**config.mk**
```make
export PLATFORM = sky130hd
export DESIGN_NAME = utf8_structure_filter_top
export DESIGN_NICKNAME = d
export VERILOG_FILES = /design/src/rtl/core/u8sf_pkg.sv /design/src/rtl/core/utf8_structure_filter_top.sv /design/src/rtl/core/u8sf_front.sv /design/src/rtl/core/u8sf_queue.sv /design/src/rtl/core/u8sf_back.sv
export SDC_FILE = /design/constraint.sdc
export NUM_CORES = 1
export LEC_CHECK = 0
export BUFFER_PORTS_ARGS = -buffer_cell sky130_fd_sc_hd__buf_2
export CAP_MARGIN = 20
export CORE_MARGIN = 2
export CORE_UTILIZATION = 30
export DETAILED_ROUTE_END_ITERATION = 10
export MAX_ROUTING_LAYER = met4
export PLACE_DENSITY = 0.55
export SLEW_MARGIN = 20
export SYNTH_ARGS = -nofsm -noshare
export SYNTH_HDL_FRONTEND = slang
export SYNTH_HIERARCHICAL = 1
export SYNTH_SLANG_ARGS = --single-unit
```
**constraint.sdc**
```tcl
create_clock -name clk -period 6.3 [get_ports clk]
set_clock_uncertainty 0.15 [all_clocks]
set_input_delay 0.315 -clock clk [delete_from_list [all_inputs] [get_ports clk]]
set_output_delay 0.315 -clock clk [all_outputs]
set_load 0.02 [all_outputs]
```
**src/rtl/core/u8sf_pkg.sv**
```systemverilog
// ----------------------------------------------------------------------------
// u8sf_pkg
// Shared types and constants for the UTF-8 structure filter.
// ----------------------------------------------------------------------------
package u8sf_pkg;

  localparam int unsigned ByteW     = 8;
  localparam int unsigned GroupMax  = 4;
  localparam int unsigned IdxW      = $clog2(GroupMax);
  localparam int unsigned QDepth    = 8;
  localparam int unsigned QPtrW     = $clog2(QDepth);
  localparam int unsigned QCntW     = $clog2(QDepth + 1);

  localparam logic [7:0] AsciiMax   = 8'h7F;
  localparam logic [7:0] Mask2      = 8'hE0;
  localparam logic [7:0] Lead2      = 8'hC0;
  localparam logic [7:0] Mask3      = 8'hF0;
  localparam logic [7:0] Lead3      = 8'hE0;
  localparam logic [7:0] Mask4      = 8'hF8;
  localparam logic [7:0] Lead4      = 8'hF0;
  localparam logic [7:0] ContMask   = 8'hC0;
  localparam logic [7:0] ContCode   = 8'h80;

  localparam logic [2:0] LenNone    = 3'd0;
  localparam logic [2:0] LenTwo     = 3'd2;
  localparam logic [2:0] LenThree   = 3'd3;
  localparam logic [2:0] LenFour    = 3'd4;

  // one request from the front: a group of result bytes for one input byte
  typedef struct packed {
    logic [GroupMax-1:0][ByteW-1:0] data;
    logic [IdxW-1:0]                last_idx;
    logic                           has_byte;
    logic                           eob;
  } cmd_t;

  function automatic logic [2:0] lead_length(input logic [7:0] b);
    logic [2:0] len;
    len = LenNone;
    if ((b & Mask2) == Lead2) len = LenTwo;
    else if ((b & Mask3) == Lead3) len = LenThree;
    else if ((b & Mask4) == Lead4) len = LenFour;
    return len;
  endfunction

endpackage

```
**src/rtl/core/utf8_structure_filter_top.sv**
```systemverilog
// ----------------------------------------------------------------------------
// utf8_structure_filter_top
// UTF-8 structure filter: passes ASCII and complete multi-byte sequences.
// ----------------------------------------------------------------------------
// Throughput: one input byte per cycle while the queue is not full and one
// result per cycle while m_tready is high; a completed sequence releases up
// to four results, buffered in an eight-entry queue.
// Reset: synchronous; clears held count, sequence length, queue and output
// valid. Held sequence bytes are not cleared.
// ----------------------------------------------------------------------------
module utf8_structure_filter_top
  import u8sf_pkg::*;
(
  input  logic       clk,
  input  logic       rst,
  input  logic       s_tvalid,
  output logic       s_tready,
  input  logic [7:0] s_tdata,   // [7:0] in_byte
  input  logic       s_tlast,
  output logic       m_tvalid,
  input  logic       m_tready,
  output logic [7:0] m_tdata,   // [7:0] out_byte
  output logic       m_tlast,
  output logic [1:0] m_tuser    // [0] has_byte, [1] run_last
);

  cmd_t push_cmd;
  cmd_t head;
  logic push;
  logic pop;
  logic q_full;
  logic q_empty;

  u8sf_front u_front (
    .clk      (clk),
    .rst      (rst),
    .in_valid (s_tvalid),
    .in_ready (s_tready),
    .in_byte  (s_tdata),
    .in_eob   (s_tlast),
    .q_full   (q_full),
    .push     (push),
    .cmd      (push_cmd)
  );

  u8sf_queue u_queue (
    .clk      (clk),
    .rst      (rst),
    .push     (push),
    .push_cmd (push_cmd),
    .full     (q_full),
    .empty    (q_empty),
    .pop      (pop),
    .head     (head)
  );

  u8sf_back u_back (
    .clk      (clk),
    .rst      (rst),
    .q_empty  (q_empty),
    .head     (head),
    .pop      (pop),
    .m_tvalid (m_tvalid),
    .m_tready (m_tready),
    .m_tdata  (m_tdata),
    .m_tlast  (m_tlast),
    .m_tuser  (m_tuser)
  );

endmodule

```
**src/rtl/core/u8sf_front.sv**
```systemverilog
// ----------------------------------------------------------------------------
// u8sf_front
// Accepts raw bytes, tracks the held sequence and issues result groups.
// ----------------------------------------------------------------------------
module u8sf_front
  import u8sf_pkg::*;
(
  input  logic             clk,
  input  logic             rst,
  input  logic             in_valid,
  output logic             in_ready,
  input  logic [ByteW-1:0] in_byte,
  input  logic             in_eob,
  input  logic             q_full,
  output logic             push,
  output cmd_t             cmd
);

  logic [2:0][ByteW-1:0] pend;
  logic [2:0][ByteW-1:0] pend_next;
  logic [1:0]            pend_cnt;
  logic [1:0]            pend_cnt_next;
  logic [2:0]            seq_len;
  logic [2:0]            seq_len_next;
  logic                  take;

  assign in_ready = !q_full;
  assign take     = in_valid && in_ready;

  always_comb begin
    logic       handled;
    logic       emit;
    logic [2:0] len;
    pend_next     = pend;
    pend_cnt_next = pend_cnt;
    seq_len_next  = seq_len;
    handled       = 1'b0;
    emit          = 1'b0;
    len           = lead_length(in_byte);
    cmd.data      = '0;
    cmd.last_idx  = '0;
    cmd.has_byte  = 1'b0;
    cmd.eob       = in_eob;

    if (seq_len != LenNone) begin
      if ((in_byte & ContMask) == ContCode) begin
        handled = 1'b1;
        if (({1'b0, pend_cnt} + 3'd1) >= seq_len) begin
          emit         = 1'b1;
          cmd.last_idx = pend_cnt;
          for (int i = 0; i < 3; i++) begin
            cmd.data[i] = (IdxW'(i) < pend_cnt) ? pend[i] : in_byte;
          end
          cmd.data[GroupMax-1] = in_byte;
          pend_cnt_next = '0;
          seq_len_next  = LenNone;
        end else if (pend_cnt < 2'd3) begin
          pend_next[pend_cnt] = in_byte;
          pend_cnt_next       = pend_cnt + 2'd1;
        end else begin
          pend_cnt_next = '0;
          seq_len_next  = LenNone;
        end
      end else begin
        pend_cnt_next = '0;
        seq_len_next  = LenNone;
      end
    end

    if (!handled) begin
      if (in_byte <= AsciiMax) begin
        emit         = 1'b1;
        cmd.data[0]  = in_byte;
        cmd.last_idx = '0;
      end else if (len != LenNone) begin
        pend_next[0]  = in_byte;
        pend_cnt_next = 2'd1;
        seq_len_next  = len;
      end
    end

    if (in_eob) begin
      pend_cnt_next = '0;
      seq_len_next  = LenNone;
    end

    cmd.has_byte = emit;
    push         = take && (emit || in_eob);
  end

  always_ff @(posedge clk) begin
    if (take) pend <= pend_next;
    if (rst) begin
      pend_cnt <= '0;
      seq_len  <= LenNone;
    end else if (take) begin
      pend_cnt <= pend_cnt_next;
      seq_len  <= seq_len_next;
    end
  end

endmodule

```
**src/rtl/core/u8sf_queue.sv**
```systemverilog
// ----------------------------------------------------------------------------
// u8sf_queue
// Short request queue between the front and back parts.
// ----------------------------------------------------------------------------
module u8sf_queue
  import u8sf_pkg::*;
(
  input  logic clk,
  input  logic rst,
  input  logic push,
  input  cmd_t push_cmd,
  output logic full,
  output logic empty,
  input  logic pop,
  output cmd_t head
);

  cmd_t             slots [QDepth];
  logic [QPtrW-1:0] wr_ptr;
  logic [QPtrW-1:0] rd_ptr;
  logic [QCntW-1:0] count;

  assign full  = (count == QCntW'(QDepth));
  assign empty = (count == '0);
  assign head  = slots[rd_ptr];

  always_ff @(posedge clk) begin
    if (push) slots[wr_ptr] <= push_cmd;
    if (rst) begin
      wr_ptr <= '0;
      rd_ptr <= '0;
      count  <= '0;
    end else begin
      if (push) wr_ptr <= wr_ptr + QPtrW'(1);
      if (pop) rd_ptr <= rd_ptr + QPtrW'(1);
      if (push && !pop) count <= count + QCntW'(1);
      else if (pop && !push) count <= count - QCntW'(1);
    end
  end

endmodule

```
**src/rtl/core/u8sf_back.sv**
```systemverilog
// ----------------------------------------------------------------------------
// u8sf_back
// Walks queued groups into the output register, one result per free cycle.
// ----------------------------------------------------------------------------
module u8sf_back
  import u8sf_pkg::*;
(
  input  logic        clk,
  input  logic        rst,
  input  logic        q_empty,
  input  cmd_t        head,
  output logic        pop,
  output logic        m_tvalid,
  input  logic        m_tready,
  output logic [7:0]  m_tdata,
  output logic        m_tlast,
  output logic [1:0]  m_tuser
);

  logic [IdxW-1:0] idx;
  logic            load;
  logic            last;

  assign load = !q_empty && (!m_tvalid || m_tready);
  assign last = (idx == head.last_idx);
  assign pop  = load && last;

  always_ff @(posedge clk) begin
    if (load) begin
      m_tdata    <= head.has_byte ? head.data[idx] : '0;
      m_tlast    <= last && head.eob;
      m_tuser[0] <= head.has_byte;
      m_tuser[1] <= last;
    end
    if (rst) begin
      m_tvalid <= 1'b0;
      idx      <= '0;
    end else begin
      if (load) m_tvalid <= 1'b1;
      else if (m_tready) m_tvalid <= 1'b0;
      if (load) idx <= last ? '0 : idx + IdxW'(1);
    end
  end

endmodule

```
# Word level (Yosys, flattened, before mapping)
# Memories as Yosys holds them, arrays and structs flattened. A register that Yosys moved wholly into a read port is not among the register bits.
# Index checks and enable logic that the tools add are counted.
# classes
bitwise	1
eq_ne	6
div_mod_pow	0
n_mux	55
n_shift	0
magnitude_cmp	9
reduce_logical	21
add_sub_neg	7
multipliers	0
# ops
operator	n
34-bit two-way mux	3
8-bit two-way mux	12
3-bit two-way mux	13
24-bit bitwise mux	1
10-bit two-way mux	2
2-bit two-way mux	9
8-bit binary-select mux with 2-bit select	1
8-bit demux with 2-bit select	1
1-bit two-way mux	11
4-bit == test, second input constant	2
8-bit by 7-bit less-or-equal comparator with 1-bit output, second input constant	1
1-bit logical AND	8
4-bit two-way mux	2
3-bit by 1-bit adder with 3-bit output, second input constant	2
2-bit by 3-bit less-than comparator with 1-bit output, second input constant	2
3-bit nonzero test	2
5-bit == test, second input constant	1
1-bit logical NOT	5
5-bit AND reduction	1
2-bit by 1-bit adder with 2-bit output, second input constant	2
4-bit by 1-bit adder with 4-bit output, second input constant	1
4-bit logical NOT	1
1-bit by 2-bit less-than comparator with 1-bit output, first input constant	2
2-bit nonzero test	2
other kinds (11)	12
# word_totals
ramBits	288
n_memories	1
latchBits	0
out_inout_bits	13
word_cells	113
rom_bits	0
ff_bits	53
input_bits	13
# mem_list
name	depth	word_bits	read_ports	rd_clocked_by_memory_dff	wr	line_no	source
u_queue.slots	8	36	1	1	1	u8sf_queue.sv:18	cmd_t slots [QDepth];

# Depth between registers and ports, before layout
# Gate-level depths: netlist (run 1).
# logic_depth
depth_word	13
depth_mapped	15
ltp_nobuf	14

# Cells and area by module
# The synthesis (run 1) kept the hierarchy.
# by_module_without_submodules
mod	instances	area_per_inst_um2	cells_per_inst
u8sf_queue	1	11700.0	485
u8sf_front	1	1756.7	161
u8sf_back	1	782.0	52

# Worst setup path before layout (run 1)
# Ideal clock, no wire load.
# synth_timing
kind	flip-flop to flip-flop
from	reg u_front.pend_cnt[1]
to	mem u_queue/slots[4][0] in the netlist's numbering (enable)
setup_time_ns	0.474
stages_incl_launch_ff	10
arrival_ns	5.042
setup_slack_ns	0.634
required_ns	5.676
cell_sequence	dfxtp_1 > clkbuf_1 > inv_1 > ha_1 > ha_1 > a31oi_2 > or2b_1 > a31oi_1 > nand2_1 > nor3_1
# synth_via
elab_chain_cells	11
# synth_rtl
element	line_no	source
start, declared	u8sf_front.sv:21	logic [1:0] pend_cnt;
start signal, assigned	u8sf_front.sv:97	pend_cnt <= pend_cnt_next;
2-bit by 1-bit adder with 3-bit output *	u8sf_front.sv:48	if (({1'b0, pend_cnt} + 3'd1) >= seq_len) begin
3-bit >= comparator *	u8sf_front.sv:48	
1-bit two-way mux *	u8sf_front.sv:48	
1-bit two-way mux *	u8sf_front.sv:46	if ((in_byte & ContMask) == ContCode) begin
1-bit two-way mux *	u8sf_front.sv:45	if (seq_len != LenNone) begin
1-bit two-way mux	u8sf_front.sv:71	if (in_byte <= AsciiMax) begin
1-bit two-way mux *	u8sf_front.sv:70	if (!handled) begin
1-bit logical OR *	u8sf_front.sv:88	push = take && (emit || in_eob);
1-bit logical AND *	u8sf_front.sv:88	
via push	utf8_structure_filter_top.sv:29	logic push;
1-bit two-way mux *	u8sf_queue.sv:28	if (push) slots[wr_ptr] <= push_cmd;
1-bit two-way mux (not written as such) *	u8sf_queue.sv:28	
end, declared	u8sf_queue.sv:18	
# Mark *: on every way through the listed nets, which the timed path passes. The rest lies on a longest branch.

# Worst setup path after layout (run 1)
# layout_timing
from	reg u_front.pend_cnt[1]
to	mem u_queue/slots[5][18] in the netlist's numbering (enable)
# Same word-level chain as after synthesis.

==> results of run 1 <==
[metrics by stage]
| stage | cells | setup WS (ns) |
|---|---|---|
| finish | 1388 | 1.51 |
| global route | 1388 | 1.13 |
| CTS | 1385 | 1.35 |
| detailed placement | 1316 | 1.36 |
| global placement | 1314 | 1.46 |
| floorplan | 698 | 0.634 |
[worst paths after layout]
| path | startpoint | to | slack [ns] |
|---|---|---|---|
| worst max register to register | u_front/pend_cnt[1] | u_queue/slots[5][18] | 1.51 |
| worst min-delay path | s_tdata[0] | u_front/pend[16] | 0.008 |
| worst min register to register | u_front/seq_len[1] | u_front/seq_len[1] | 0.37 |
| worst max-delay path | u_front/pend_cnt[1] | u_queue/slots[5][18] | 1.51 |
[routing by layer]
| metal | GRT usage, % | wire length, um | vias to the layer above |
|---|---|---|---|
| met1 | 17.8 | 14400 | 3540 |
| met3 | 1.93 | 1360 | 38 |
| met2 | 19.0 | 13900 | 150 |
| met4 | 3.12 | 445 | 0 |
| li1 | - | - | 3015 |
| met5 | - | 0 | - |
[synthesized netlist by cell type (2+ instances only)]
master and instances:
buf_6 9, o31ai_1 2, mux2_2 37, mux2i_1 20, xnor2_1 3, nand3_1 5, mux4_2 5, nand3b_1 2
nand2_1 11, edfxtp_1 323, o22a_2 3, dfxtp_1 21, inv_1 17, a32oi_1 3, buf_4 3, nor4_1 3
xor2_1 5, o21ai_0 2, a22o_1 7, nor3_1 6, mux4_1 75, mux2_4 3, nand2b_1 8, ha_1 14
and2_1 15, clkbuf_2 2, buf_2 3, buf_1 11, a21o_1 2, a31oi_1 3, nor2b_1 4, a21oi_1 4
nor2_1 43, clkbuf_1 3
[sequential cells by signal, indices dropped and copies added, names as in the netlist, named ones only]
signal	cells
u_queue/slots	288
u_front/pend	24
u_back/m_tdata	8
u_queue/count	4
u_front/seq_len	3
u_queue/rd_ptr	3
u_queue/wr_ptr	3
u_back/idx	2
u_back/m_tuser	2
u_front/pend_cnt	2
u_back/m_tlast	1
u_back/m_tvalid	1
[timing repair]
action                     CTS  global route
hold endpoints to repair     5             0
hold buffers                 3             0
setup endpoints to repair    0             0
gates resized for setup      0             0
[cells in the final DEF (no fill, tap or decap), types with 7 or more instances in the layout]
cell type    n
mux2_2      37
a22o_1       7
nand2b_1     8
ha_1        14
inv_1       17
nand2_1     11
clkbuf_1    12
buf_4       14
dfxtp_1     18
clkbuf_16   39
and2_1      15
clkinv_1     7
edfxtp_1   323
nor2_1      37
mux2i_1     20
mux4_1      75
buf_2       25
[kinds of logic after synthesis]
group	count (synthesis)	synth area share, %
flip-flops	344	71.1
multiplexers	140	19.3
AND/OR/NAND/NOR	104	3.73
buffers and inverters	49	1.89
AO/OA/AOI/OAI	37	2.14
adder cells (fa/ha/maj)	15	1.37
XOR/XNOR	8	0.492
other	1	0.0263
[power groups by stage]
stage	registers [mW]	clock network [mW]	logic, mW
after floorplan	2.80	0	0.570
after global placement	2.80	0	0.841
after detailed placement	2.81	0	0.844
after CTS	2.76	2.08	0.851
after global routing	2.77	2.17	0.916
final	2.76	2.02	0.842
[worst register-to-register path: cells and delay by family, from the launching register on]
kind	cells	cell delay, ns
adders and majority gates	2	0.66
and+or+nand+nor	3	1.40
AOI/OAI and AO/OA	2	0.71
buffers and inverters	3	0.84
DFF	1	0.71
[cell type report]
| type | count | area, um^2 | share of cell area, % |
|---|---|---|---|
| Sequential cell | 344 | 10100 | 61.7 |
| Tap cell | 607 | 759 | 4.63 |
| Inverter | 18 | 67.6 | 0.412 |
| Clock buffer | 52 | 1030 | 6.31 |
| Multi-Input combinational cell | 305 | 3920 | 23.9 |
| Timing Repair Buffer | 48 | 410 | 2.50 |
| Clock inverter | 14 | 92.6 | 0.564 |
==> flow_metrics.tcl, run 1 <==
set metrics [dict create \
    cts_max_level 2 \
    arrival_ns 4.84 \
    irDropWorstVdd_mv 0.226 \
    swShare_pct 24.5 \
    cp.required_ns 6.35 \
    yosysSeqAreaShare_pct 71.1 \
    syn_area_per_cell_um2 20.4 \
    rows 79 \
    synth_warnings 6 \
    ctsLongestPathBuffers 3 \
    critPathKind "flip-flop to flip-flop" \
    slew_headroom_pct 39.4 \
    vias 6743 \
    grt_max_degree 40 \
    drive_gt1_share_pct 20.7 \
    clock-root-buffer "clkbuf_16" \
    synth_nets 726 \
    intPower_mw 4.24 \
    hp-class "input port to flip-flop" \
    status "finished clean" \
    grt_pass1_vias 6902 \
    dp_hpwl_um 18200 \
    grt.overflow.total 0 \
    nets 782 \
    rsz0062_at_grt "no" \
    pwr-share-comb_pct 15.0 \
    period_needed_ns 4.79 \
    maxCapViolCount 0 \
    critPathCaptureType "flip-flop" \
    diodes 0 \
    die_h_um 222 \
    drt_iter0_markers 455 \
    clk_pin_slew_ns 0.06 \
    path_buf_inv 3 \
    antenna_left 0 \
    io_pins 26 \
    numCtsBuffers 37 \
    synth_edf_count 323 \
    antenna_found_initial 0 \
    path_cells "inv_1, ha_1, ha_1, a31oi_2, or2b_1, buf_4, a31oi_1, nand2_1, nor2_4, buf_4" \
    fmax_mhz 209 \
    fin_util_pct 35.2 \
    slowest_stage "nor2_4" \
    r2r_cells 10 \
    synthTopCellsByArea "edfxtp_1 68%, mux4_1 14%, dfxtp_1 3.0%, mux2_2 2.9%, mux2i_1 1.4%" \
    seqPwrFrac_pct 49.0 \
    synth_cell_types 55 \
    final.setup.tns_ns 0 \
    critPathMaxFanout 23 \
    place_area_um2 15200 \
    grt_use_total_pct 12.6 \
    path_depth 10 \
    initial_utilization_pct 30.5 \
    syn2layout_area_growth_pct 15.2 \
    dieArea_um2 49200 \
    synth_seq_cells 344 \
    setup_viol 0 \
    die_w_um 222 \
    grt_pass1_wl_um 44800 \
    whs_path_depth 1 \
    p_clk_share_pct 36.0 \
    slew_violations 0 \
    routed_wl_um 30100 \
    clock_sinks 344 \
    fp.coreArea_um2 46700 \
    power.density_nw_per_um2 343 \
    nFillCells 4320 \
    dr.pass1.iters 5 \
    yosysTopAreaCell "edfxtp_1" \
    port_buffers 25 \
    gp_congestion 0.753 \
    design_area_um2 16400 \
    crit_family "simple AND/OR/NAND/NOR gates" \
    final_hold_viol_count 0 \
    p_switching_mw 1.38 \
    tightest_slew_ns 0.908 \
    synth.top_cell.area_share_pct 68.1 \
    holdWs_ns 0.00757 \
    wire_per_inst_um 21.7 \
    async_flop_share_pct 0 \
    worst_setup_path_start_kind "flip-flop" \
    p_leak_nw 5.57 \
    fin_crit_sh_pct 76.1 \
    synth_cells 698 \
    p_total_mw 5.62 \
    drc 0 \
    viasPerCell 4.86 \
    yosys_most_used_dff "edfxtp_1" \
    syn-cell-area_um2 14200 \
    cts_tree "done" \
    critPathMaxStageDelay_ns 0.76 \
    cts_setup_buffers 0 \
    worstSkewPairLatency_ns 0.51 \
]
(Power assumes the default switching activity.)
==> inputs of run 2 (changes only) <==
- clock period: 6.3 -> 4.98 ns (I/O delays scaled with it)
==> run 2 against run 1 <==
Compared with the run above:
- final cell count rose by 0.72%
- largest cell class unchanged
- clock power rose by 34%
- maximum frequency rose by 17%
- utilization rose by 0.14 points
- cell area rose by 0.40%
- die area did not move
- sequential share of layout area fell by 0.25 points
- combinational power rose by 29%
==> flow_metrics.tcl, run 2 (same netlist as run 1, synthesis figures left out) <==
set metrics [dict create \
    status "finished clean" \
    viasPerCell 4.89 \
    fin_crit_sh_pct 82.2 \
    critPathKind "flip-flop to flip-flop" \
    regToRegEndpoint "u_queue/slots[5][6]" \
    port_buffers 25 \
    r2r_cells 9 \
    drt_iter0_markers 476 \
    intPower_mw 5.49 \
    die_h_um 222 \
    largest_reg_flops 288 \
    gp_congestion 0.763 \
    grt_pass1_vias 7060 \
    p_switching_mw 1.76 \
    ctsLongestPathBuffers 3 \
    fmax_mhz 244 \
    path_cells "inv_1, ha_1, ha_1, a31oi_2, or2b_1, a31oi_1, nand2_1, nor2_4, buf_4" \
    final_common_cell "edfxtp_1" \
    p_leak_nw 5.62 \
    dp_hpwl_um 16800 \
    setup_viol 0 \
    min_to "u_front/seq_len[0]" \
    nFillCells 4397 \
    layout_common_cells "323 x edfxtp_1, 75 x mux4_1, 39 x clkbuf_16" \
    rows 79 \
    pwr-share-comb_pct 15.0 \
    arrival_ns 4.16 \
    p_clk_share_pct 37.4 \
    power.density_nw_per_um2 440 \
    slew_headroom_pct 34.4 \
    crit_family "simple AND/OR/NAND/NOR gates" \
    clock-root-buffer "clkbuf_16" \
    antenna_found_initial 3 \
    whs_path_depth 4 \
    dieArea_um2 49200 \
    r2r_slack_ns 0.89 \
    antenna_left 0 \
    hp-class "input port to flip-flop" \
    final.setup.tns_ns 0 \
    nets 791 \
    swShare_pct 24.2 \
    grt_max_degree 58 \
    drc 0 \
    die_w_um 222 \
    hold_start "s_tvalid" \
    critPathCaptureType "flip-flop" \
    tightest_slew_ns 0.983 \
    diodes 0 \
    seq_area_um2 10100 \
    syn2layout_area_growth_pct 15.7 \
    slew_violations 0 \
    worst_setup_path_start_kind "flip-flop" \
    crit_top_cell "ha_1" \
    period_needed_ns 4.09 \
    vias 6835 \
    holdWs_ns 0.195 \
    slowest_stage "nor2_4" \
    seqPwrFrac_pct 47.6 \
    largest_registers "u_queue/slots: 288 flops, u_front/pend: 24 flops, u_back/m_tdata: 8 flops" \
    cts_max_level 2 \
    drive_gt1_share_pct 21.2 \
    critPathMaxStageDelay_ns 0.73 \
    worstReg2RegStart "u_front/pend_cnt[0]" \
    cts_tree "done" \
    wire_per_inst_um 21.3 \
    worstSkewPairLatency_ns 0.53 \
    rsz0062_at_grt "no" \
    numCtsBuffers 38 \
    routed_wl_um 29800 \
    grt_use_total_pct 12.5 \
    final_hold_viol_count 0 \
    io_pins 26 \
    critPathMaxFanout 19 \
    multi_input_comb_area_um2 3920 \
    grt.overflow.total 0 \
    irDropWorstVdd_mv 0.345 \
    clk_pin_slew_ns 0.06 \
    cp.required_ns 5.05 \
    cts_setup_buffers 0 \
    grt_pass1_wl_um 44800 \
    fp.coreArea_um2 46700 \
    clock_sinks 344 \
    path_buf_inv 2 \
    maxCapViolCount 0 \
    initial_utilization_pct 30.5 \
    dr.pass1.iters 5 \
    largest_register "u_queue/slots" \
]
run 2: changes by cell type in the layout (fill, tap and decap cells not counted), moves of 3 or more:
cell           delta
dlygate4sd3_1     +8
clkinv_2          +3
clkbuf_1          -3
buf_4             +6
buf_16            -4
nor3_2            -3
run 2: worst max path at each step:
stage                              startpoint                   end  slack [ns]  cells after the start
after global routing      u_front/pend_cnt[0]   u_queue/slots[5][6]        0.56                      9
after global placement              flip-flop      u_queue/count[3]        0.93                     12
final                     u_front/pend_cnt[0]   u_queue/slots[5][6]        0.89                      9
after floorplan           u_front/pend_cnt[1]   u_queue/slots[7][0]        0.27                      9
after CTS                 u_front/pend_cnt[0]   u_queue/slots[5][6]        0.83                      9
after detailed placement  u_front/pend_cnt[0]  u_queue/slots[5][28]        0.85                      9
run 2: area by class of cell:
class | count | share of cell area [%]
inverters | 18 | 0.410
well taps | 607 | 4.61
clock inverters | 17 | 0.972
repair buffers | 56 | 2.34
multi-input cells | 305 | 23.8
flip-flops and latches | 344 | 61.5
clock buffers | 51 | 6.38
run 2: per-layer routing:
metal | up-vias | global-route usage [%] | wire length (um)
li1 | 3035 | - | -
met1 | 3592 | 16.9 | 13700
met2 | 167 | 19.8 | 14200
met3 | 41 | 2.05 | 1450
met4 | 0 | 3.14 | 478
met5 | - | - | 0
run 2: power by group through the flow:
stage	Clock (mW)	Sequential (mW)	Combinational, mW
3_5_place_dp	0	3.51	1.11
3_3_place_gp	0	3.51	1.10
2_1_floorplan	0	3.55	0.722
4_1_cts	2.79	3.45	1.12
6_report	2.71	3.45	1.09
5_1_grt	2.91	3.47	1.18
run 2: timing repair:
item                                   4_1_cts  5_1_grt
endpoints found under the hold margin       33        0
hold buffers                                11        0
gates resized for setup                      0        0
run 2: worst register-to-register path: stages, from the launching register on:
cell and delay, ns:
dfxtp_1 0.46, inv_1 0.13, ha_1 0.33, ha_1 0.29
a31oi_2 0.18, or2b_1 0.29, a31oi_1 0.50, nand2_1 0.37
nor2_4 0.73, buf_4 0.35
run 2: metrics by stage:
step | worst slack, ns | util [%] | std cells | instance area [um^2] | power, mW
2_1_floorplan | 0.274 | - | 698 | 14200 | 4.27
3_3_place_gp | 0.932 | 32.4 | 1318 | 15100 | 4.61
3_5_place_dp | 0.847 | 32.5 | 1319 | 15200 | 4.62
4_1_cts | 0.834 | 35.3 | 1398 | 16500 | 7.36
5_1_grt | 0.565 | 35.3 | 1398 | 16500 | 7.56
6_report | 0.889 | 35.3 | 1398 | 16500 | 7.25
